<file path="config.mk">
export PLATFORM = sky130hd
export DESIGN_NAME = sdre_ram
export DESIGN_NICKNAME = d
export VERILOG_FILES = /design/src/sdre_ram.sv
export SDC_FILE = /design/constraint.sdc
export NUM_CORES = 2
export LEC_CHECK = 0
export ABC_CLOCK_PERIOD_IN_PS = 10600
export BUFFER_PORTS_ARGS = -buffer_cell sky130_fd_sc_hd__buf_4
export CAP_MARGIN = 20
export CORE_ASPECT_RATIO = 0.5
export CORE_UTILIZATION = 35
export DETAILED_ROUTE_END_ITERATION = 7
export RECOVER_POWER = 100
export SYNTH_ARGS = -nofsm -noshare
export SYNTH_HDL_FRONTEND = slang
export SYNTH_SLANG_ARGS = --single-unit
</file>
<file path="constraint.sdc">
create_clock -name clk -period 10.6 [get_ports clk]
set_input_delay 1.06 -clock clk [delete_from_list [all_inputs] [get_ports clk]]
set_output_delay 1.06 -clock clk [all_outputs]
set_load 0.02 [all_outputs]
</file>
<file path="src/sdre_ram.sv">
// sdre_ram: generic single write port, single read port RAM with registered read.
// No dependencies.
module sdre_ram #(
	parameter int WIDTH = 32,
	parameter int DEPTH = 128
) (
	input  logic                                  clk,
	input  logic                                  we,
	input  logic [(DEPTH > 1 ? $clog2(DEPTH) : 1)-1:0] waddr,
	input  logic [WIDTH-1:0]                      wdata,
	input  logic                                  re,
	input  logic [(DEPTH > 1 ? $clog2(DEPTH) : 1)-1:0] raddr,
	output logic [WIDTH-1:0]                      rdata
);

	logic [WIDTH-1:0] mem_q [DEPTH];
	logic [WIDTH-1:0] rdata_q;

	always_ff @(posedge clk) begin
		if (we) begin
			mem_q[waddr] <= wdata;
		end
		if (re) begin
			rdata_q <= mem_q[raddr];
		end
	end

	assign rdata = rdata_q;

endmodule

</file>
==> impl_results.md <==
* Share of cells above drive strength 1 at 31.3%
* Crit path cell chain: clkbuf_1, clkbuf_1
* Max VDD drop at 0.000146 V
* Placer Congestion at 0.784
* Synthesized area per cell at 26.1 um2
* Post-detailed-route count of antenna-violating nets at 0
* Residual DRC count at 0
* CP peak stage delay at 2.75 ns
* CTS tree: yes
* Total Wirelength at 412000 um
* Synth area leader: edfxtp_1
* RSZ-0062 raised after global routing: no
* Grt ovf at 0
* CTS Hold Bufs at 0
* Worst Path Buf+Inv at 2
* CTS clk-pin slew, worst paths at 0.06 ns
* Pwr per Cell Area at 190 nW/um2
* Clk_lat worst skew at 0.97 ns
* Die H at 475 um
* Worst Hold Class: input pin to flip-flop
* Number of global-route vias before repair at 70.2k
* Ys Warns at 0
* Detailed placer's ending HPWL at 219000 um
* HP Start: raddr[3]
* Setup CP Type: input pin to flip-flop
* Initial antenna violation count at 61
* CTS sink cnt at 4128
* CTS root buf: clkbuf_16
* Port bufs at 80
* Post-Syn Nets at 6039
* DR WL/cell at 32.5 um
* Die X at 948 um
* Reg-to-reg slack, setup at 7.83 ns
* Multi-input gate area at 32100 um2
* Max-Cap Viols at 208
* Final min period at 6.06 ns
* GRT Resource Usage Total at 17.9%
* Synth top area share at 79.2%
* Worst r2r path cells at 4
* CP Max Fanout at 67
* Initial DRC count at 9197
* Pin count of the biggest net entering global routing at 142
* H-tree depth at 5
* Slew Viols, Final at 8582
* Final-report setup violation count at 0
* Final clock skew at 0.0494 ns
* Bufs on Longest Clock Path at 4
* Outcome: finished, violations left
* Total CTS buffers at 392
* Vias at 70.0k
* Cells after DPL at 11.9k
* Final Hold Fails at 0
* Synth Register Bits at 4128
* RR Startpoint: mem_q[114][27]
* Seq. cell area at 124000 um2
* Slew HR at -237%
* Worst R2R End: rdata[27]
* Core Footprint at 445000 um2
* Setup bufs post-CTS at 0
* Fin crit share at 57.2%
* # IOs at 81
* Cell Rows at 173
* Final setup TNS at 0 ns
* Layout Nets at 6411
* Synthesized area at 157000 um2
* Post-synthesis cell count at 5990
* Worst Hold Endpoint: rdata[18]
* Most common cell after layout, fill and taps aside: edfxtp_1
* Synth unique cells at 16
* Fmax at 0.165 GHz
* Critical path capture point type: flip-flop
* Hold Path Depth at 3
* Initial core utilization at 35.2%
* First-pass GRT wire length at 565000 um
* Worst-margin pin slew at 5.05 ns
* Worst path top cell family by delay: buffers and inverters
* Area Growth Syn to Fin at 13.5%
* Post-synthesis sequential area ratio at 79.2%
* CP startpoint kind: input pin
* Die area at 450000 um2
* Failing checks: max-capacitance violations, max-slew violations
* Top post-synthesis cells by area: edfxtp_1 79%, mux4_2 19%, clkbuf_1 0.44%
* Req. time, crit path at 10.79 ns
* 1st-pass router iterations at 6
* Layout Cells excl Fill at 12.7k
* Leak at 52.8 nW
* Fill count at 38.4k
* Post-CTS resize count at 0
* CP most frequent cell: clkbuf_1
* Vias/cell at 5.53
* Most frequent cells in the layout: 4128 x edfxtp_1, 1344 x mux4_2, 400 x clkbuf_16
* WP data arrival at 6.25 ns
* Slowest cell on the critical path: clkbuf_1
[how the worst max path moves through the flow]
stage	from	to	slack, ns	cells after the start
after detailed placement	raddr[0]	rdata[27]	5.13	7
after floorplan	we	mem_q[98][0]	6.30	3
after global routing	raddr[1]	rdata[20]	4.17	6
final	wdata[12]	mem_q[99][12]	4.54	2
after global placement	raddr[0]	rdata[27]	5.11	7
after CTS	raddr[0]	rdata[27]	6.06	7
[synthesized netlist by cell type (all sizes together)]
cell	number
nor2b	7
nor3	9
mux4	1344
buf	134
nand4	3
nand3	12
mux2	32
nand2	14
nand2b	2
edfxtp	4128
clkbuf	182
or3	1
nor2	122
[worst min-delay path, delay by kind of cell]
family | cells | cell delay (ns)
muxes | 2 | 0.39
buffers and inverters | 1 | 0.24
[final cells by class]
class,instances,share of cell area [%]
antenna,25,0.0352
timing repair buffer,294,0.882
multi-input combinational,1546,18.1
tap,5950,4.19
sequential,4128,69.8
clock inverter,244,1.27
clock buffer,468,5.78
[power breakdown]
group	switching, mW	internal [mW]	leakage (nW)	total [mW]
Clock	5.99	7.87	6.14	13.9
Sequential	0.0564	18.1	37.1	18.1
Combinational	1.09	0.626	9.48	1.72
Total	7.14	26.6	52.8	33.7
[flip-flops by register name, indices dropped and copies added (netlist names)]
signal	cells
mem_q	4096
rdata	32
[stage by stage]
step	hold WS [ns]	area, um2	power [mW]	worst slack [ns]	util [%]
6_report	0.849	178000	33.7	4.54	39.9
5_1_grt	0.868	178000	34.6	4.17	39.9
4_1_cts	0.548	179000	33.9	6.06	40.2
3_5_place_dp	1.19	166000	20.2	5.13	37.4
3_3_place_gp	1.20	166000	20.2	5.11	37.4
2_1_floorplan	1.15	157000	19.3	6.30	-
[routing by layer]
metal	global-route usage [%]	wire, um	vias to the layer above
li1	-	-	27200
met1	24.6	163000	38800
met2	27.1	187000	3379
met3	5.93	48100	582
met4	5.89	13700	30
met5	0	178	-
[logic make-up (layout without fill, tap and decap cells)]
kind of cell / count (synthesis) / after routing / share of synthesized area (%)
muxes: 1376 / 1376 / 19.6
and+or+nand+nor: 170 / 170 / 0.445
DFF: 4128 / 4128 / 79.2
other: 0 / 25 / 0
buffers and inverters: 316 / 1006 / 0.837
(Power assumes the default switching activity.)
