[src/sdre_pkg.sv]
// sdre_pkg: shared types and constants of the sparse ReLU network evaluator.
// Used by sdre_fpu and by the top level sparse_dag_relu_net_evaluator.
// No dependencies.
package sdre_pkg;

	// default sizes of the network memories
	localparam int MAX_NODES_DEF   = 128;
	localparam int MAX_CONN_DEF    = 512;
	localparam int MAX_OUTPUTS_DEF = 16;
	localparam int RESULT_LIMIT    = 16;

	// item field widths
	localparam int KIND_W  = 3;
	localparam int SLOT_W  = 9;
	localparam int START_W = 10;
	localparam int REF_W   = 7;
	localparam int WORD_W  = 32;
	localparam int POS_W   = 4;

	// configuration port
	localparam int CFG_IDX_W  = 2;
	localparam int CFG_DATA_W = 8;
	localparam int IN_NODES_W = 8;
	localparam int TOT_NODES_W = 8;
	localparam int OUT_ENT_W  = 5;

	localparam logic [CFG_IDX_W-1:0] CFG_INPUT_NODES    = 2'd0;
	localparam logic [CFG_IDX_W-1:0] CFG_TOTAL_NODES    = 2'd1;
	localparam logic [CFG_IDX_W-1:0] CFG_OUTPUT_ENTRIES = 2'd2;

	// item kinds
	localparam logic [KIND_W-1:0] KIND_OFFSET = 3'd0;
	localparam logic [KIND_W-1:0] KIND_BIAS   = 3'd1;
	localparam logic [KIND_W-1:0] KIND_CONN   = 3'd2;
	localparam logic [KIND_W-1:0] KIND_OMAP   = 3'd3;
	localparam logic [KIND_W-1:0] KIND_INPUT  = 3'd4;
	localparam logic [KIND_W-1:0] KIND_EVAL   = 3'd5;

	// binary32 constants
	localparam logic [31:0] FP_QNAN = 32'h7FC0_0000;
	localparam logic [31:0] FP_ZERO = 32'h0000_0000;

	// floating point unit operation
	typedef enum logic [1:0] {
		FP_MUL = 2'b01,
		FP_ADD = 2'b10
	} fp_op_t;

	// request from the sequencer to the floating point unit
	typedef struct packed {
		logic   start;
		fp_op_t op;
	} fp_req_t;

endpackage

[src/sdre_fpu.sv]
// sdre_fpu: binary32 multiply or add with round to nearest even, as a pipeline.
// Depends on sdre_pkg (fp_req_t, fp_op_t, FP_QNAN).
// Both operations share the leading one search, normalising shift and rounding.
module sdre_fpu (
	input  logic              clk,
	input  logic              arst_n,
	input  sdre_pkg::fp_req_t req,
	input  logic [31:0]       a,
	input  logic [31:0]       b,
	output logic              done,
	output logic [31:0]       result
);

	// ---------------- stage 1: unpack, multiply or align and add
	logic [7:0]  ea, eb, eaa, ebb;
	logic [23:0] siga, sigb;
	logic        sa, sb;
	logic        a_nan, b_nan, a_inf, b_inf, a_zero, b_zero;

	assign sa = a[31];
	assign sb = b[31];
	assign ea = a[30:23];
	assign eb = b[30:23];
	assign a_nan  = (ea == 8'hFF) && (a[22:0] != 23'd0);
	assign b_nan  = (eb == 8'hFF) && (b[22:0] != 23'd0);
	assign a_inf  = (ea == 8'hFF) && (a[22:0] == 23'd0);
	assign b_inf  = (eb == 8'hFF) && (b[22:0] == 23'd0);
	assign a_zero = (ea == 8'h00) && (a[22:0] == 23'd0);
	assign b_zero = (eb == 8'h00) && (b[22:0] == 23'd0);
	assign siga = {(ea != 8'h00), a[22:0]};
	assign sigb = {(eb != 8'h00), b[22:0]};
	assign eaa  = (ea == 8'h00) ? 8'd1 : ea;
	assign ebb  = (eb == 8'h00) ? 8'd1 : eb;

	// multiply path
	logic [47:0]       mul_m;
	logic signed [10:0] mul_e;
	logic              mul_nan, mul_inf;

	assign mul_m   = siga * sigb;
	assign mul_e   = $signed({3'b000, eaa}) + $signed({3'b000, ebb}) - 11'sd150;
	assign mul_nan = a_nan || b_nan || (a_inf && b_zero) || (b_inf && a_zero);
	assign mul_inf = a_inf || b_inf;

	// add path: larger magnitude first, smaller aligned with guard, round, sticky
	logic              a_big, mag_eq, s_big;
	logic [7:0]        e_big, e_sm, d;
	logic [4:0]        d_c;
	logic [23:0]       sig_big, sig_sm;
	logic [26:0]       big27, sm27, shifted, lost, small27;
	logic [27:0]       add_m;
	logic signed [10:0] add_e;
	logic              add_s, add_nan;

	assign a_big   = {eaa, siga} >= {ebb, sigb};
	assign mag_eq  = {eaa, siga} == {ebb, sigb};
	assign e_big   = a_big ? eaa : ebb;
	assign e_sm    = a_big ? ebb : eaa;
	assign sig_big = a_big ? siga : sigb;
	assign sig_sm  = a_big ? sigb : siga;
	assign s_big   = a_big ? sa : sb;
	assign d       = e_big - e_sm;
	assign d_c     = (d > 8'd27) ? 5'd27 : d[4:0];
	assign big27   = {sig_big, 3'b000};
	assign sm27    = {sig_sm, 3'b000};
	assign shifted = sm27 >> d_c;
	assign lost    = sm27 & ~(27'h7FF_FFFF << d_c);
	assign small27 = shifted | {26'd0, |lost};
	assign add_m   = (sa == sb) ? ({1'b0, big27} + {1'b0, small27})
	                            : ({1'b0, big27} - {1'b0, small27});
	assign add_e   = $signed({3'b000, e_big}) - 11'sd3;
	// exact cancellation gives +0
	assign add_s   = ((sa != sb) && mag_eq) ? 1'b0 : s_big;
	assign add_nan = a_nan || b_nan || (a_inf && b_inf && (sa != sb));

	logic              v_s1, s_s1, spec_s1;
	logic [31:0]       spec_word_s1;
	logic signed [10:0] e_s1;
	logic [47:0]       m_s1;

	always_ff @(posedge clk or negedge arst_n) begin
		if (!arst_n) begin
			v_s1 <= 1'b0;
		end else begin
			v_s1 <= req.start;
		end
	end

	always_ff @(posedge clk) begin
		if (req.start) begin
			if (req.op == sdre_pkg::FP_MUL) begin
				m_s1    <= mul_m;
				e_s1    <= mul_e;
				s_s1    <= sa ^ sb;
				spec_s1 <= mul_nan || mul_inf;
				spec_word_s1 <= mul_nan ? sdre_pkg::FP_QNAN : {sa ^ sb, 8'hFF, 23'd0};
			end else begin
				m_s1    <= 48'(add_m);
				e_s1    <= add_e;
				s_s1    <= add_s;
				spec_s1 <= add_nan || a_inf || b_inf;
				spec_word_s1 <= add_nan ? sdre_pkg::FP_QNAN
				              : (a_inf ? {sa, 8'hFF, 23'd0} : {sb, 8'hFF, 23'd0});
			end
		end
	end

	// ---------------- stage 2: leading one and shift amount
	logic [5:0]         p;
	logic signed [10:0] k_a, k_b, k;

	always_comb begin
		p = 6'd0;
		for (int i = 0; i < 48; i++) begin
			if (m_s1[i]) begin
				p = 6'(i);
			end
		end
	end

	// normal results put the leading one at bit 23; tiny ones stop at exponent 1
	assign k_a = $signed({5'd0, p}) - 11'sd23;
	assign k_b = 11'sd1 - e_s1;
	assign k   = (k_a > k_b) ? k_a : k_b;

	logic              v_s2, s_s2, spec_s2, zero_s2;
	logic [31:0]       spec_word_s2;
	logic signed [10:0] k_s2, be_s2;
	logic [47:0]       m_s2;

	always_ff @(posedge clk or negedge arst_n) begin
		if (!arst_n) begin
			v_s2 <= 1'b0;
		end else begin
			v_s2 <= v_s1;
		end
	end

	always_ff @(posedge clk) begin
		if (v_s1) begin
			m_s2         <= m_s1;
			k_s2         <= k;
			be_s2        <= e_s1 + k;
			s_s2         <= s_s1;
			zero_s2      <= (m_s1 == 48'd0);
			spec_s2      <= spec_s1;
			spec_word_s2 <= spec_word_s1;
		end
	end

	// ---------------- stage 3: shift, round, pack
	logic [6:0]         sh;
	logic [73:0]        ext, q, gvec, mask;
	logic [23:0]        sig, sig_f;
	logic [24:0]        sig25;
	logic               g, st, inc;
	logic signed [10:0] be_f;
	logic [31:0]        packed_w;

	assign sh    = (k_s2 > 11'sd49) ? 7'd74 : 7'(k_s2 + 11'sd25);
	assign ext   = {1'b0, m_s2, 25'd0};
	assign q     = ext >> sh;
	assign sig   = q[23:0];
	assign gvec  = ext >> (sh - 7'd1);
	assign g     = gvec[0];
	assign mask  = (74'd1 << (sh - 7'd1)) - 74'd1;
	assign st    = |(ext & mask);
	assign inc   = g && (st || sig[0]);
	assign sig25 = {1'b0, sig} + 25'(inc);
	assign sig_f = sig25[24] ? sig25[24:1] : sig25[23:0];
	assign be_f  = sig25[24] ? (be_s2 + 11'sd1) : be_s2;

	always_comb begin
		if (spec_s2) begin
			packed_w = spec_word_s2;
		end else if (zero_s2) begin
			packed_w = {s_s2, 31'd0};
		end else if (be_f >= 11'sd255) begin
			packed_w = {s_s2, 8'hFF, 23'd0};
		end else begin
			packed_w = {s_s2, (sig_f[23] ? be_f[7:0] : 8'h00), sig_f[22:0]};
		end
	end

	logic        v_s3;
	logic [31:0] res_s3;

	always_ff @(posedge clk or negedge arst_n) begin
		if (!arst_n) begin
			v_s3 <= 1'b0;
		end else begin
			v_s3 <= v_s2;
		end
	end

	always_ff @(posedge clk) begin
		if (v_s2) begin
			res_s3 <= packed_w;
		end
	end

	assign done   = v_s3;
	assign result = res_s3;

endmodule

[config.mk]
export PLATFORM = sky130hd
export DESIGN_NAME = sdre_fpu
export DESIGN_NICKNAME = d
export VERILOG_FILES = /design/src/sdre_pkg.sv /design/src/sdre_fpu.sv
export SDC_FILE = /design/constraint.sdc
export NUM_CORES = 2
export LEC_CHECK = 0
export BUFFER_PORTS_ARGS = -buffer_cell sky130_fd_sc_hd__buf_2
export CAP_MARGIN = 20
export CELL_PAD_IN_SITES_DETAIL_PLACEMENT = 0
export CELL_PAD_IN_SITES_GLOBAL_PLACEMENT = 1
export CORE_UTILIZATION = 55
export DETAILED_ROUTE_END_ITERATION = 6
export PLACE_DENSITY = 0.87
export SYNTH_ARGS = -nofsm -noshare
export SYNTH_HDL_FRONTEND = slang
export SYNTH_SLANG_ARGS = --single-unit
[constraint.sdc]
create_clock -name clk -period 14.3 [get_ports clk]
set_input_delay 0.715 -clock clk [delete_from_list [all_inputs] [get_ports clk]]
set_output_delay 0.715 -clock clk [all_outputs]
set_load 0.03 [all_outputs]
==> summary.md <==
| Metric | Value |
|---|---|
| Post-Synth XOR/XNOR Area | 3.45% |
| Crit Path Max Fanout | 27 |
| Post-Syn Area | 0.0386 mm2 |
| EDFF count, synth | 169 |
| Largest net degree at the start of global routing | 80 |
| Antenna Nets Post-Route | 0 |
| Post-DP HPWL | 95900 um |
| Clock Pin Slew Worst Setup and Hold Paths | 70 ps |
| Syn_area_per_cell | 8.48 um2 |
| Compound-Gate Fraction of Synth Area | 13.6% |
| 1st-iter DRT viols | 2702 |
| Worst Setup End Kind | flip-flop |
| Fin crit period | 11740 ps |
| Synth Area in Simple Gates | 17.7% |
| Total grt overflow | 0 |
| Placed Cells incl. Taps | 5387 |
| Bufs and invs on worst path | 4 |
| Reg2Reg Depth | 28 |
| Largest family of logic cells by synthesized area | adder cells |
| Hold Vio Cnt, Final | 0 |
| Final setup fails | 0 |
| Chip Width | 267 um |
| DRT Pass-1 Iters | 6 |
| Port bufs | 101 |
| Clock Latency Late Sink | 450 ps |
| Final Routed Wirelength | 125000 um |
| Fin cells | 5420 |
| Final period utilization | 82.1% |
| Remaining DRCs | 0 |
| Synth Net Count | 5431 |
| Final nets | 5359 |
| Mapped Cells | 4548 |
| RSZ-0062 raised after global routing | no |
| Crit path top cell by count | o21ai_0 |
| Fmax | 0.0851 GHz |
| Vias in the first global route | 33037 |
| Peak per-stage delay on the critical path | 790 ps |
| Yosys warnings | 0 |
| Slew Limit Headroom | 24.4% |
| Layout area overhead | 4.56% |
| ANT cells | 0 |
| Hold WC Path Type | in -> async |
| CP max stage cell | nand4_1 |
| Die ar. | 0.0712 mm2 |
| Total negative slack | 0 ps |
| Via density | 6.11 |
| Wirelength per Cell | 23.0 um |
| CP delay by family, top | compound AO/OA/AOI/OAI gates |
| Initial antenna violation count | 4 |
| Core Box Area | 0.0691 mm2 |
| H-tree depth | 4 |
| Unique masters post-synth | 110 |
| Max-slew violations | 0 |
| Routability cong. | 1.01 |
| Synth Register Bits | 172 |
| Critical Path RT | 14450 ps |
| Worst slew pin tran | 1120 ps |
| Crit path DAT | 11890 ps |
| Critical path class | in -> reg |
| CTS tree | yes |
| Hold_buf cts | 0 |
| Max Buffers Root-to-Sink | 2 |
| Num ports | 102 |
| Register area share after synthesis | 13.3% |
| TritonCTS Buffers | 17 |
| Die height | 267 um |
| Status | finished, final reports clean |
| Cell count along the critical path | 50 |
| Crit start category | primary input |
| First-pass GRT wire length | 193000 um |
| Skew final | 13.5 ps |
| Post-CTS setup buffer count | 0 |
| FP Rows | 96 |
| Share of layout cells above drive strength 1 | 7.44% |
| Synth Flop Type | edfxtp_1 |
| Clk root buf | clkbuf_16 |
| Post-synthesis mux area share | 6.91% |
| Worst hold slack | 55.6 ps |
| DR vias | 33129 |
| Ys async rst share | 1.74% |
| Starting density of the core | 55.9% |
| Synth Area in Adders | 35.8% |
| Clock sinks | 172 |
| Tot GR Track Use | 35.4% |
| Cts repair resizes | 0 |
| Max Cap Violations | 0 |
-- cells in the mapped netlist, types with 12 or more instances --
master	instances	area (um2)
ha_1	328	4100
buf_2	15	75.1
a21o_1	37	278
o21ai_0	202	1010
o31ai_1	19	143
and2_1	170	1060
a21oi_1	241	1210
or2_2	13	81.3
a211oi_1	28	210
o21bai_1	40	300
nand4_1	30	188
nand3_1	64	320
and3_1	17	106
nor2b_1	28	175
mux2_2	14	158
o21a_1	12	90.1
a221oi_1	13	114
clkbuf_1	222	833
a21boi_0	12	90.1
o22ai_1	24	150
mux2i_1	121	1210
a31oi_1	24	150
fa_1	486	9730
mux4_2	57	1280
xor2_1	56	490
nor3_1	82	410
inv_1	653	2450
o211ai_1	27	203
nand2b_1	22	138
nand2_1	663	2490
nor4_1	38	238
xnor2_1	94	823
or3_1	13	81.3
nor2_1	293	1100
edfxtp_1	169	5070
-- cell families after synthesis --
| logic type | Yosys count |
|---|---|
| simple gates | 1481 |
| buf+inv | 916 |
| compound gates | 821 |
| fa+ha+maj | 814 |
| mux | 193 |
| flops | 172 |
| xor+xnor | 151 |
-- layer usage --
layer	track usage (%)	part of all wire (%)
met1	46.3	41
met5	0	0.047
met4	15.4	4.5
met3	5.91	8.3
met2	57.9	47
-- worst paths after layout --
check	from	endpoint	slack [ps]
worst max-delay path	a[29]	m_s1[25]$_DFFE_PP_	2560
worst min-delay path	arst_n	v_s2$_DFF_PN0_	60
worst max register to register	k_s2[0]$_DFFE_PP_	result[3]$_SDFFCE_PP0P_	4710
worst min register to register	v_s2$_DFF_PN0_	done$_DFF_PN0_	390
max in group asynchronous	arst_n	v_s1$_DFF_PN0_	14120
min in group clk	v_s2$_DFF_PN0_	done$_DFF_PN0_	390
-- layout by cell type (no fill, tap or decap), types with 13 or more instances in the layout --
cell,netlist,routed
and2_1,170,170
nand3_1,64,64
ha_1,328,328
mux4_2,57,57
nor4_1,38,38
nand4_1,30,30
xnor2_1,94,91
buf_2,15,101
o21ai_0,202,202
buf_4,8,67
nor3_1,82,82
mux2_2,14,14
edfxtp_1,169,169
and3_1,17,17
o21bai_1,40,40
o31ai_1,19,19
inv_1,653,653
nand2b_1,22,21
a211oi_1,28,28
mux2i_1,121,121
nor2_1,293,291
a21oi_1,241,241
or3_1,13,13
nor2b_1,28,27
o211ai_1,27,27
fa_1,486,486
a31oi_1,24,24
or2_2,13,13
nand2_1,663,662
o22ai_1,24,24
a221oi_1,13,13
a21o_1,37,37
clkbuf_16,0,17
xor2_1,56,55
-- flip-flops by register name, indices dropped and copies added (netlist names), 2 cells and up --
signal / flops
e_s1: 10
spec_word_s1: 2
spec_word_s2: 2
m_s1: 48
k_s2: 11
m_s2: 48
result: 32
be_s2: 11
-- through the flow --
| step | area, um2 | util [%] | setup WS [ps] |
|---|---|---|---|
| 2_1_floorplan | 38600 | - | 3270 |
| 3_3_place_gp | 39800 | 57.6 | 2460 |
| 3_5_place_dp | 39800 | 57.6 | 2280 |
| 4_1_cts | 40300 | 58.4 | 2740 |
| 5_1_grt | 40300 | 58.4 | 1610 |
| 6_report | 40300 | 58.4 | 2560 |
-- area by class of cell --
cell class | count | area [um2]
Multi-Input combinational cell | 3460 | 30000
Fill cell | 6337 | 28700
Sequential cell | 172 | 5150
Inverter | 657 | 2470
Tap cell | 931 | 1160
Timing Repair Buffer | 168 | 1010
Clock buffer | 17 | 425
Clock inverter | 15 | 154
Power is left out: the tool's default activity adds up to more than one toggle a clock period on the data nets, which glitch-free logic cannot reach.
